$ cat config.mk
export PLATFORM = sky130hd
export DESIGN_NAME = keyword_posterior_smoothing_detector
export DESIGN_NICKNAME = d
export VERILOG_FILES = /design/src/rtl/kpsd_pkg.sv /design/src/rtl/keyword_posterior_smoothing_detector.sv /design/src/rtl/kpsd_ram.sv
export SDC_FILE = /design/constraint.sdc
export NUM_CORES = 2
export LEC_CHECK = 0
export BUFFER_PORTS_ARGS = -buffer_cell sky130_fd_sc_hd__buf_4
export CORE_MARGIN = 4
export CORE_UTILIZATION = 57
export CTS_BUF_LIST = sky130_fd_sc_hd__clkbuf_16
export CTS_CLUSTER_DIAMETER = 40
export DETAILED_ROUTE_END_ITERATION = 8
export PLACE_DENSITY = 0.76
export SETUP_SLACK_MARGIN = 0.3
export SLEW_MARGIN = 20
export SYNTH_ARGS = -nofsm -noshare
export SYNTH_HDL_FRONTEND = slang
export SYNTH_SLANG_ARGS = --single-unit
$ cat constraint.sdc
create_clock -name clk_i -period 7.65 [get_ports clk_i]
set_input_delay 0.765 -clock clk_i [delete_from_list [all_inputs] [get_ports clk_i]]
set_output_delay 0.765 -clock clk_i [all_outputs]
set_load 0.03 [all_outputs]
$ cat src/rtl/kpsd_pkg.sv
// Package for the keyword posterior smoothing detector: sizes, field
// layout, codes and pipeline record types.
// No dependencies; the top level and the checker take names from here by scope.
package kpsd_pkg;

  // Block sizing
  localparam int NUM_CLASSES = 12;
  localparam int AVG_WINDOW  = 3;
  localparam int SCORE_BITS  = 16;

  localparam int CLASS_W = $clog2(NUM_CLASSES);
  localparam int POS_W   = $clog2(NUM_CLASSES + 1);
  localparam int SLOT_W  = (AVG_WINDOW > 1) ? $clog2(AVG_WINDOW) : 1;
  localparam int SUM_W   = SCORE_BITS + 2;
  localparam int WORD_W  = AVG_WINDOW * SCORE_BITS;

  // floor(sum / AVG_WINDOW) as (sum * DIV_RECIP) >> DIV_SHIFT, exact for sum < 2**SUM_W
  localparam int DIV_SHIFT = SUM_W + 2;
  localparam int RECIP_W   = DIV_SHIFT + 1;
  localparam int PROD_W    = SUM_W + RECIP_W;
  localparam logic [RECIP_W-1:0] DIV_RECIP =
      RECIP_W'(((64'd1 << DIV_SHIFT) + 64'(AVG_WINDOW) - 64'd1) / 64'(AVG_WINDOW));
  localparam int AVG_X_W = (SCORE_BITS > 16) ? SCORE_BITS : 17;

  // Port field widths
  localparam int CLASS_FIELD_W = 5;
  localparam int AVG_FIELD_W   = 16;
  localparam int CFG_IDX_W     = 1;
  localparam int CFG_DATA_W    = 16;
  localparam int IN_TDATA_W    = 16;
  localparam int OUT_TDATA_W   = 32;

  // Output tdata layout, lowest bit up
  localparam int OUT_BEST_LSB = 0;
  localparam int OUT_AVG_LSB  = 5;
  localparam int OUT_RAW_LSB  = 21;
  localparam int OUT_DET_BIT  = 26;
  localparam int OUT_USED_W   = 27;

  // Result queue
  localparam int FIFO_DEPTH = 4;
  localparam int FIFO_PTR_W = 2;
  localparam int FIFO_CNT_W = 3;

  // Register reset values
  localparam logic [15:0] THRESHOLD_RESET = 16'd58982;
  localparam logic [4:0]  FIRST_KW_RESET  = 5'd2;

  typedef enum logic {
    OP_SCORE        = 1'b0,
    OP_STREAM_RESET = 1'b1
  } op_e;

  typedef enum logic [CFG_IDX_W-1:0] {
    CFG_DETECT_THRESHOLD    = 1'b0,
    CFG_FIRST_KEYWORD_CLASS = 1'b1
  } cfg_idx_e;

  typedef logic [SCORE_BITS-1:0]    score_t;
  typedef logic [CLASS_W-1:0]       class_t;
  typedef logic [POS_W-1:0]         pos_t;
  typedef logic [SLOT_W-1:0]        slot_t;
  typedef logic [SUM_W-1:0]         sum_t;
  typedef logic [WORD_W-1:0]        word_t;
  typedef logic [PROD_W-1:0]        prod_t;
  typedef logic [AVG_X_W-1:0]       avg_x_t;
  typedef logic [CLASS_FIELD_W-1:0] class_field_t;
  typedef logic [FIFO_CNT_W-1:0]    cnt_t;
  typedef logic [FIFO_PTR_W-1:0]    ptr_t;
  typedef logic [OUT_TDATA_W-1:0]   out_tdata_t;

  // Item on its way to the history update
  typedef struct packed {
    op_e    op;
    logic   last;
    logic   in_range;
    class_t cls;
    pos_t   end_pos;
    score_t score;
  } s2_t;

  // Round end or stream reset on its way to the decision
  typedef struct packed {
    logic   is_result;
    class_t best_class;
    sum_t   best_sum;
    class_t raw_class;
  } s3_t;

  // One result, packed as it leaves on tdata (best_class in the lowest bits)
  typedef struct packed {
    logic                     detected;
    logic [CLASS_FIELD_W-1:0] raw_best_class;
    logic [AVG_FIELD_W-1:0]   best_average;
    logic [CLASS_FIELD_W-1:0] best_class;
  } result_t;

endpackage

$ cat src/rtl/keyword_posterior_smoothing_detector.sv
// Top level of the keyword posterior smoothing detector.
// Depends on kpsd_pkg and kpsd_ram (score history store).
// Usage:
//   s_axis: one classifier score per transfer, classes in order from 0.
//     tdata carries the unsigned Q0.16 score, tlast marks the last class
//     of a round, tuser = 1 is a stream reset (score and tlast ignored).
//   m_axis: one result transfer per round end; stream resets give none.
//   cfg: plain write port, index 0 = detect_threshold, 1 = first_keyword_class.
// Throughput: one score per cycle while s_axis_tready is high. Each class keeps its last
//   three scores in one word of the history RAM; a score is a read in the
//   transfer cycle and a modify/write in the next, with forwarding when the
//   next score reads the class just written.
// Result path: the round's last score passes the RAM read, sum and argmax,
//   divide and decide, and then the result queue on its way to m_axis.
// Stalls: results wait in a four-entry queue. Slots are reserved when a
//   round's last score is taken, so s_axis_tready drops only while four
//   results are held or in flight; the pipeline itself never stops.
// Reset: history, running argmax, round position and debounce are cleared
//   at once (history through per-entry valid flops), so the block takes
//   scores from the first cycle after reset. Registers return to 0.90 and 2.
module keyword_posterior_smoothing_detector (
  input  logic                             clk_i,
  input  logic                             rst_ni,
  // configuration
  input  logic                             cfg_we_i,
  input  logic [kpsd_pkg::CFG_IDX_W-1:0]   cfg_idx_i,
  input  logic [kpsd_pkg::CFG_DATA_W-1:0]  cfg_data_i,
  // score stream
  input  logic                             s_axis_tvalid,
  output logic                             s_axis_tready,
  input  logic [kpsd_pkg::IN_TDATA_W-1:0]  s_axis_tdata,   // [15:0] score
  input  logic                             s_axis_tuser,   // [0] operation
  input  logic                             s_axis_tlast,   // last_class
  // result stream
  output logic                             m_axis_tvalid,
  input  logic                             m_axis_tready,
  // [4:0] best_class, [20:5] best_average, [25:21] raw_best_class,
  // [26] detected, [31:27] zero
  output logic [kpsd_pkg::OUT_TDATA_W-1:0] m_axis_tdata
);

  // ---------------------------------------------------------------------
  // Configuration registers
  // ---------------------------------------------------------------------
  logic [15:0] thr_q;
  logic [4:0]  fkw_q;

  always_ff @(posedge clk_i or negedge rst_ni) begin
    if (!rst_ni) begin
      thr_q <= kpsd_pkg::THRESHOLD_RESET;
      fkw_q <= kpsd_pkg::FIRST_KW_RESET;
    end else if (cfg_we_i) begin
      unique case (cfg_idx_i)
        kpsd_pkg::CFG_DETECT_THRESHOLD:    thr_q <= cfg_data_i;
        kpsd_pkg::CFG_FIRST_KEYWORD_CLASS: fkw_q <= cfg_data_i[4:0];
        default: ;
      endcase
    end
  end

  // ---------------------------------------------------------------------
  // Stage 1: accept, track round position, issue history read
  // ---------------------------------------------------------------------
  logic              in_xfer;
  kpsd_pkg::op_e     in_op;
  logic              in_range;
  kpsd_pkg::class_t  cur_cls;
  kpsd_pkg::pos_t    end_pos;
  kpsd_pkg::pos_t    pos_q, pos_d;
  kpsd_pkg::cnt_t    rsv_q, rsv_d;
  logic              rsv_take;
  logic              out_pop;

  assign in_xfer  = s_axis_tvalid && s_axis_tready;
  assign in_op    = kpsd_pkg::op_e'(s_axis_tuser);
  assign in_range = pos_q < kpsd_pkg::pos_t'(kpsd_pkg::NUM_CLASSES);
  assign cur_cls  = pos_q[kpsd_pkg::CLASS_W-1:0];
  // position after this score; it holds at NUM_CLASSES for extra scores
  assign end_pos  = in_range ? pos_q + kpsd_pkg::pos_t'(1) : pos_q;

  always_comb begin
    pos_d = pos_q;
    if (in_xfer) begin
      if (in_op == kpsd_pkg::OP_STREAM_RESET || s_axis_tlast) begin
        pos_d = '0;
      end else begin
        pos_d = end_pos;
      end
    end
  end

  // reserve a queue slot for every round end taken in
  assign s_axis_tready = rsv_q < kpsd_pkg::cnt_t'(kpsd_pkg::FIFO_DEPTH);
  assign rsv_take      = in_xfer && in_op == kpsd_pkg::OP_SCORE && s_axis_tlast;
  assign rsv_d         = rsv_q + kpsd_pkg::cnt_t'(rsv_take) - kpsd_pkg::cnt_t'(out_pop);

  kpsd_pkg::s2_t s2_q;
  logic          s2_valid_q;

  always_ff @(posedge clk_i or negedge rst_ni) begin
    if (!rst_ni) begin
      pos_q      <= '0;
      rsv_q      <= '0;
      s2_valid_q <= 1'b0;
    end else begin
      pos_q      <= pos_d;
      rsv_q      <= rsv_d;
      s2_valid_q <= in_xfer;
    end
  end

  always_ff @(posedge clk_i) begin
    s2_q.op       <= in_op;
    s2_q.last     <= s_axis_tlast;
    s2_q.in_range <= in_range;
    s2_q.cls      <= cur_cls;
    s2_q.end_pos  <= end_pos;
    s2_q.score    <= kpsd_pkg::score_t'(s_axis_tdata);
  end

  // ---------------------------------------------------------------------
  // History RAM: one word per class, one lane per round slot
  // ---------------------------------------------------------------------
  logic             ram_we;
  kpsd_pkg::word_t  ram_rdata;
  kpsd_pkg::word_t  word_new;

  kpsd_ram #(
    .Width (kpsd_pkg::WORD_W),
    .Depth (kpsd_pkg::NUM_CLASSES)
  ) u_hist_ram (
    .clk_i   (clk_i),
    .we_i    (ram_we),
    .waddr_i (s2_q.cls),
    .wdata_i (word_new),
    .raddr_i (cur_cls),
    .rdata_o (ram_rdata)
  );

  // ---------------------------------------------------------------------
  // Stage 2: merge score into the class word, sum, running argmax
  // ---------------------------------------------------------------------
  logic [kpsd_pkg::AVG_WINDOW-1:0][kpsd_pkg::NUM_CLASSES-1:0] hv_q, hv_d;
  kpsd_pkg::slot_t  slot_q, slot_d;
  logic             fwd_q;
  kpsd_pkg::word_t  fwd_word_q;
  kpsd_pkg::word_t  word_in;
  kpsd_pkg::sum_t   sum;

  kpsd_pkg::class_t best_class_q, nb_class;
  kpsd_pkg::sum_t   best_sum_q, nb_sum;
  kpsd_pkg::class_t raw_class_q, nb_raw_class;
  kpsd_pkg::score_t raw_score_q, nb_raw_score;

  logic s2_score, upd, take_best, take_raw, round_end, stream_clr;

  assign word_in    = fwd_q ? fwd_word_q : ram_rdata;
  assign s2_score   = s2_valid_q && s2_q.op == kpsd_pkg::OP_SCORE;
  assign upd        = s2_score && s2_q.in_range;
  assign round_end  = s2_score && s2_q.last;
  assign stream_clr = s2_valid_q && s2_q.op == kpsd_pkg::OP_STREAM_RESET;
  assign ram_we     = upd;

  // lanes never written since the last clear read as zero
  always_comb begin
    kpsd_pkg::score_t lane;
    sum      = '0;
    word_new = '0;
    for (int k = 0; k < kpsd_pkg::AVG_WINDOW; k++) begin
      lane = word_in[k*kpsd_pkg::SCORE_BITS +: kpsd_pkg::SCORE_BITS];
      if (!hv_q[k][s2_q.cls]) begin
        lane = '0;
      end
      if (kpsd_pkg::slot_t'(k) == slot_q) begin
        lane = s2_q.score;
      end
      word_new[k*kpsd_pkg::SCORE_BITS +: kpsd_pkg::SCORE_BITS] = lane;
      sum = sum + kpsd_pkg::sum_t'(lane);
    end
  end

  // lower index wins a tie: replace only on strictly greater
  assign take_best    = upd && (s2_q.cls == '0 || sum > best_sum_q);
  assign take_raw     = upd && (s2_q.cls == '0 || s2_q.score > raw_score_q);
  assign nb_class     = take_best ? s2_q.cls   : best_class_q;
  assign nb_sum       = take_best ? sum        : best_sum_q;
  assign nb_raw_class = take_raw  ? s2_q.cls   : raw_class_q;
  assign nb_raw_score = take_raw  ? s2_q.score : raw_score_q;

  always_comb begin
    hv_d   = hv_q;
    slot_d = slot_q;
    if (stream_clr) begin
      hv_d   = '0;
      slot_d = '0;
    end else begin
      if (upd) begin
        hv_d[slot_q][s2_q.cls] = 1'b1;
      end
      if (round_end) begin
        // classes missing from a short round get zero in this slot
        for (int j = 0; j < kpsd_pkg::NUM_CLASSES; j++) begin
          if (kpsd_pkg::pos_t'(j) >= s2_q.end_pos) begin
            hv_d[slot_q][j] = 1'b0;
          end
        end
        slot_d = (slot_q == kpsd_pkg::slot_t'(kpsd_pkg::AVG_WINDOW - 1)) ?
                 '0 : slot_q + kpsd_pkg::slot_t'(1);
      end
    end
  end

  kpsd_pkg::s3_t s3_q;
  logic          s3_valid_q;

  always_ff @(posedge clk_i or negedge rst_ni) begin
    if (!rst_ni) begin
      hv_q         <= '0;
      slot_q       <= '0;
      fwd_q        <= 1'b0;
      best_class_q <= '0;
      best_sum_q   <= '0;
      raw_class_q  <= '0;
      raw_score_q  <= '0;
      s3_valid_q   <= 1'b0;
    end else begin
      hv_q       <= hv_d;
      slot_q     <= slot_d;
      // the read issued this cycle misses the write of the same class
      fwd_q      <= upd && (s2_q.cls == cur_cls);
      s3_valid_q <= round_end || stream_clr;
      if (round_end || stream_clr) begin
        best_class_q <= '0;
        best_sum_q   <= '0;
        raw_class_q  <= '0;
        raw_score_q  <= '0;
      end else begin
        best_class_q <= nb_class;
        best_sum_q   <= nb_sum;
        raw_class_q  <= nb_raw_class;
        raw_score_q  <= nb_raw_score;
      end
    end
  end

  always_ff @(posedge clk_i) begin
    fwd_word_q      <= word_new;
    s3_q.is_result  <= round_end;
    s3_q.best_class <= nb_class;
    s3_q.best_sum   <= nb_sum;
    s3_q.raw_class  <= nb_raw_class;
  end

  // ---------------------------------------------------------------------
  // Stage 3: average, saturate, debounce and decide
  // ---------------------------------------------------------------------
  kpsd_pkg::prod_t        prod;
  kpsd_pkg::avg_x_t       avg_x;
  logic [15:0]            avg16;
  kpsd_pkg::class_field_t best5;
  logic                   rep_valid_q, rep_valid_d;
  kpsd_pkg::class_field_t rep_class_q, rep_class_d;
  logic                   det;
  logic                   push;
  kpsd_pkg::result_t      res;

  assign prod  = kpsd_pkg::prod_t'(s3_q.best_sum) * kpsd_pkg::prod_t'(kpsd_pkg::DIV_RECIP);
  assign avg_x = kpsd_pkg::avg_x_t'(prod >> kpsd_pkg::DIV_SHIFT);
  assign avg16 = (avg_x > kpsd_pkg::avg_x_t'(16'hFFFF)) ? 16'hFFFF : avg_x[15:0];
  assign best5 = kpsd_pkg::class_field_t'(s3_q.best_class);
  assign push  = s3_valid_q && s3_q.is_result;

  always_comb begin
    rep_valid_d = rep_valid_q;
    rep_class_d = rep_class_q;
    det         = 1'b0;
    if (s3_valid_q) begin
      if (!s3_q.is_result) begin
        rep_valid_d = 1'b0;
      end else if (best5 < fkw_q) begin
        // filler class: re-arm
        rep_valid_d = 1'b0;
      end else if (avg16 > thr_q && !(rep_valid_q && rep_class_q == best5)) begin
        rep_valid_d = 1'b1;
        rep_class_d = best5;
        det         = 1'b1;
      end
    end
  end

  assign res.detected       = det;
  assign res.raw_best_class = kpsd_pkg::class_field_t'(s3_q.raw_class);
  assign res.best_average   = avg16;
  assign res.best_class     = best5;

  // ---------------------------------------------------------------------
  // Result queue
  // ---------------------------------------------------------------------
  kpsd_pkg::result_t fifo_q [kpsd_pkg::FIFO_DEPTH];
  kpsd_pkg::ptr_t    wr_ptr_q, rd_ptr_q;
  kpsd_pkg::cnt_t    cnt_q;

  assign m_axis_tvalid = cnt_q != '0;
  assign out_pop       = m_axis_tvalid && m_axis_tready;
  assign m_axis_tdata  = kpsd_pkg::out_tdata_t'(fifo_q[rd_ptr_q]);

  always_ff @(posedge clk_i or negedge rst_ni) begin
    if (!rst_ni) begin
      rep_valid_q <= 1'b0;
      rep_class_q <= '0;
      wr_ptr_q    <= '0;
      rd_ptr_q    <= '0;
      cnt_q       <= '0;
    end else begin
      rep_valid_q <= rep_valid_d;
      rep_class_q <= rep_class_d;
      if (push) begin
        wr_ptr_q <= wr_ptr_q + kpsd_pkg::ptr_t'(1);
      end
      if (out_pop) begin
        rd_ptr_q <= rd_ptr_q + kpsd_pkg::ptr_t'(1);
      end
      cnt_q <= cnt_q + kpsd_pkg::cnt_t'(push) - kpsd_pkg::cnt_t'(out_pop);
    end
  end

  always_ff @(posedge clk_i) begin
    if (push) begin
      fifo_q[wr_ptr_q] <= res;
    end
  end

endmodule

$ cat src/rtl/kpsd_ram.sv
// Generic single-clock RAM: one write port, one read port, registered read.
// No dependencies.
module kpsd_ram #(
  parameter int Width = 8,
  parameter int Depth = 16
) (
  input  logic                     clk_i,
  input  logic                     we_i,
  input  logic [$clog2(Depth)-1:0] waddr_i,
  input  logic [Width-1:0]         wdata_i,
  input  logic [$clog2(Depth)-1:0] raddr_i,
  output logic [Width-1:0]         rdata_o
);

  logic [Width-1:0] mem_q [Depth];
  logic [Width-1:0] rdata_q;

  always_ff @(posedge clk_i) begin
    if (we_i) begin
      mem_q[waddr_i] <= wdata_i;
    end
    rdata_q <= mem_q[raddr_i];
  end

  assign rdata_o = rdata_q;

endmodule

==> run summary <==
The floorplan step set the die width to 285 um. The routed layout has 24900 vias. The multi-input combinational cells in the finished layout cover a total of 16000 um^2.

Summed over all layers, the routed wires come to 102 mm. In this run the number of H-tree levels came out at 3. Once placement completed, the tool counted placed cells totaling 3958.

Via count of the first global-routing pass: 26400. The launch point of the critical path was s3_q[16]. Clock-pin slew was measured on the worst setup and hold paths at 60 ps. For the worst setup path, the data arrival time is 7600 ps. The run gives 0 ps as the final total negative setup slack. The die covers 81100 um^2. Detail-routed net length per standard cell: 24.3 um. The tightest slew margin relative to the limit is 0.215, and the die outline height is 285 um. For the largest clock skew in the final design, the log shows 57.3 ps.

Overall global routing resource usage: 0.254. The startpoint identified for the worst register-to-register timing path is s3_q[16]. Data on the critical path is required at its endpoint by 8200 ps. Number of vias per cell: 5.95. The initialized floorplan defines 101 standard-cell rows.

Hold is met by 59.3 ps. Post-route fraction of the period consumed by the critical path: 0.921. The worst register-to-register path ends at rep_class_q[2].

Entering global routing, the biggest net connects 81 pins. The total global routing overflow was 0. The class of the tightest hold or removal check is in -> async. The max-slew violation total from the final report was 0. The flow ran to the end, and the final reports show no timing, DRC or antenna violations. The final net count is 3459, and the mean area per synthesized cell is 15.2 um^2. The relative area change from synthesis to final layout came out at 15.0%.

74 I/O pins were placed. The length in cells of the worst reg-to-reg path works out to 26. The pin slew with the least headroom to its limit was 1180 ps; the count of maximum capacitance violations was 0. The run gives 0 as the remaining number of nets flagged by the antenna check after routing. The tools report the worst setup path endpoint as rep_class_q[2]. The cell type group with the largest total delay on the critical path was adder cells. Most used flip-flop cell after synthesis: sky130_fd_sc_hd__edfxtp_1.

The synthesized design contains 676 enable-type register cells. The run gives 62.9 mm as the half-perimeter wire length after placement. The number of input and output port buffers inserted works out to 66. The initial antenna violation count is 1.

The tools report the maximum frequency from static timing analysis as 142 MHz. Together, buffers and inverters on the worst path number 3. After synthesis, the netlist uses 80 different library cells.

TritonCTS built the clock tree. Across all register-to-register paths, the minimum setup slack is 600 ps. The tools report the number of warnings issued by yosys as 0. For this run, the detailed router's first-pass iteration total came to 5. Setup repair after global routing could not meet its margin everywhere.

Share of synthesized area occupied by flip-flops and latches: 0.604. For this design, the slowest cell found on the critical path is sky130_fd_sc_hd__fa_1. The count of fill cells added during filler insertion came out at 5166. The first global-routing pass estimated 158 mm of wire.

Weighted congestion at the end of routability-driven global placement: 0.875. The clock tree buffer depth came out at 3. The area occupied by registers came out at 26400 um^2.

For the sink count of the clock tree, the log shows 949. Sort of element at the start of the critical path: a flip-flop. The maximum fanout count along the critical path is 7. After synthesis the cells add up to 43700 um^2.

After detailed routing, the number of remaining DRC violations is 0. The worst setup path is captured at a flip-flop. The later pin in the worst-skew pair is clocked with a latency of 680 ps. The initial standard-cell utilization of the core is 0.575. In this run, synthesis produced a sequential element count of 949. The tools report the clock root buffer as sky130_fd_sc_hd__clkbuf_16.

Counting every instance in the synthesized netlist gives 2877. The hold violation total from the final report came out at 0. The number of clock buffers added by TritonCTS is 113. The worst setup path is of the reg -> reg kind. After the first detailed-routing iteration, the DRC count stood at 2262. For this run, the number of standard cells in the final layout without fillers is 4186. Share of layout cells above drive strength 1: 0.217. The core region is 75900 um^2. In this design, the stage delay of the slowest critical-path cell is 620 ps. The async set-or-reset flop fraction in the synthesized netlist was 0.130; the setup-violating endpoint count in the final report was 0. The worst path needs 7050 ps of the cycle, external delays included.

Counting buffers and inverters, the worst setup path is 26 cells deep. The run gives 0 as the hold buffer count at CTS. 0 antenna diodes ended up in the layout.
## metal layers
metal	global-route usage	vias up	part of all wire
met4	0.0888	0	0.034
met1	0.341	12700	0.40
met2	0.428	1024	0.50
met3	0.0380	221	0.068
li1	-	11000	-
met5	0	-	0
## synth_stat cells (15+ instances only)
library cell               count  area share
sky130_fd_sc_hd__a211oi_1     39      0.0067
sky130_fd_sc_hd__a21o_1       31      0.0053
sky130_fd_sc_hd__a21oi_1      88       0.010
sky130_fd_sc_hd__and2_1       28      0.0040
sky130_fd_sc_hd__buf_1        18      0.0015
sky130_fd_sc_hd__buf_2        17      0.0019
sky130_fd_sc_hd__clkbuf_1     73      0.0063
sky130_fd_sc_hd__dfrtp_1     113       0.065
sky130_fd_sc_hd__dfxtp_1     150       0.069
sky130_fd_sc_hd__edfxtp_1    676        0.46
sky130_fd_sc_hd__fa_1        127       0.058
sky130_fd_sc_hd__ha_1        235       0.067
sky130_fd_sc_hd__inv_1       315       0.027
sky130_fd_sc_hd__mux2_2       17      0.0044
sky130_fd_sc_hd__mux2i_1      99       0.023
sky130_fd_sc_hd__mux4_2      178       0.092
sky130_fd_sc_hd__nand2_1     171       0.015
sky130_fd_sc_hd__nand3_1      35      0.0040
sky130_fd_sc_hd__nand4_1      17      0.0024
sky130_fd_sc_hd__nor2_1       53      0.0046
sky130_fd_sc_hd__nor3_1       21      0.0024
sky130_fd_sc_hd__o21a_1       15      0.0026
sky130_fd_sc_hd__o21ai_0     135       0.015
sky130_fd_sc_hd__o31ai_1      19      0.0033
sky130_fd_sc_hd__xnor2_1      28      0.0056
sky130_fd_sc_hd__xor2_1       17      0.0034
## what timing repair did
item | CTS | global route
endpoints found under the setup margin | 8 | 31
pin swaps | 4 | 17
gates cloned | 0 | 1
resized for setup | 11 | 64
buffers inserted | 2 | 11
## placed cells by master (no fill, tap or decap), types with 9 or more instances in the layout
cell / Yosys / routed
sky130_fd_sc_hd__a211oi_1: 39 / 37
sky130_fd_sc_hd__a21o_1: 31 / 31
sky130_fd_sc_hd__a21oi_1: 88 / 84
sky130_fd_sc_hd__and2_1: 28 / 28
sky130_fd_sc_hd__buf_4: 8 / 169
sky130_fd_sc_hd__bufinv_16: 0 / 13
sky130_fd_sc_hd__clkbuf_16: 0 / 116
sky130_fd_sc_hd__clkinv_1: 1 / 19
sky130_fd_sc_hd__clkinv_2: 0 / 16
sky130_fd_sc_hd__clkinvlp_4: 0 / 14
sky130_fd_sc_hd__dfrtp_1: 113 / 108
sky130_fd_sc_hd__dfstp_2: 10 / 10
sky130_fd_sc_hd__dfxtp_1: 150 / 137
sky130_fd_sc_hd__dfxtp_2: 0 / 11
sky130_fd_sc_hd__edfxtp_1: 676 / 676
sky130_fd_sc_hd__fa_1: 127 / 126
sky130_fd_sc_hd__ha_1: 235 / 217
sky130_fd_sc_hd__ha_4: 0 / 13
sky130_fd_sc_hd__inv_1: 315 / 324
sky130_fd_sc_hd__inv_6: 0 / 13
sky130_fd_sc_hd__mux2_2: 17 / 17
sky130_fd_sc_hd__mux2_4: 11 / 11
sky130_fd_sc_hd__mux2i_1: 99 / 99
sky130_fd_sc_hd__mux4_2: 178 / 178
sky130_fd_sc_hd__nand2_1: 171 / 167
sky130_fd_sc_hd__nand2b_1: 13 / 13
sky130_fd_sc_hd__nand3_1: 35 / 32
sky130_fd_sc_hd__nand4_1: 17 / 17
sky130_fd_sc_hd__nor2_1: 53 / 41
sky130_fd_sc_hd__nor2_4: 0 / 10
sky130_fd_sc_hd__nor2b_1: 12 / 9
sky130_fd_sc_hd__nor3_1: 21 / 19
sky130_fd_sc_hd__o21a_1: 15 / 15
sky130_fd_sc_hd__o21ai_0: 135 / 130
sky130_fd_sc_hd__o21ai_2: 7 / 9
sky130_fd_sc_hd__o31ai_1: 19 / 19
sky130_fd_sc_hd__xnor2_1: 28 / 28
sky130_fd_sc_hd__xor2_1: 17 / 15
## worst min-delay path by stage
| stage | endpoint | cells after the start | slack (ps) | start |
|---|---|---|---|---|
| after floorplan | s2_q[22] | 0 | 350 | cur_cls[2] |
| after global placement | fifo_q[2][23] | 0 | 450 | res[24] |
| after detailed placement | fifo_q[0][23] | 0 | 460 | res[24] |
| after CTS | thr_q[11] | 1 | 60 | rst_ni |
| after global routing | thr_q[11] | 1 | 100 | rst_ni |
| final | thr_q[11] | 1 | 60 | rst_ni |
## area by class of cell
| class | instances | area share |
|---|---|---|
| Sequential cell | 949 | 0.526 |
| Multi-Input combinational cell | 1499 | 0.319 |
| Clock buffer | 116 | 0.0578 |
| Timing Repair Buffer | 177 | 0.0277 |
| Tap cell | 1030 | 0.0257 |
| Inverter | 317 | 0.0237 |
| Clock inverter | 98 | 0.0201 |
## per-stage QoR
stage	setup WS, ps	area (um^2)	util
floorplan	382	43700	-
global placement	184	45900	0.604
detailed placement	2.80	45900	0.604
CTS	309	49800	0.656
global route	269	50200	0.661
finish	603	50200	0.661
## state kept, by name, indices dropped and copies added, names as in the netlist, 16 cells and up
signal	count
u_hist_ram.mem_q	576
fifo_q	100
fwd_word_q	48
u_hist_ram.rdata_o	48
hv_q	36
s2_q	27
s3_q	19
best_sum_q	18
raw_score_q	16
thr_q	16
## logic make-up (layout without fill, tap and decap cells)
family	count (synthesis)	after routing	share of synthesized area
flip-flops	949	949	0.604
buffers and inverters	435	708	0.0392
AO/OA/AOI/OAI	393	393	0.0569
AND/OR/NAND/NOR	387	387	0.0426
adder cells (fa/ha/maj)	362	362	0.126
multiplexers	305	305	0.123
XOR/XNOR	45	45	0.00902
other	1	7	0.0000858
Power is left out: the tool's default activity adds up to more than one toggle a clock period on the data nets, which glitch-free logic cannot reach.
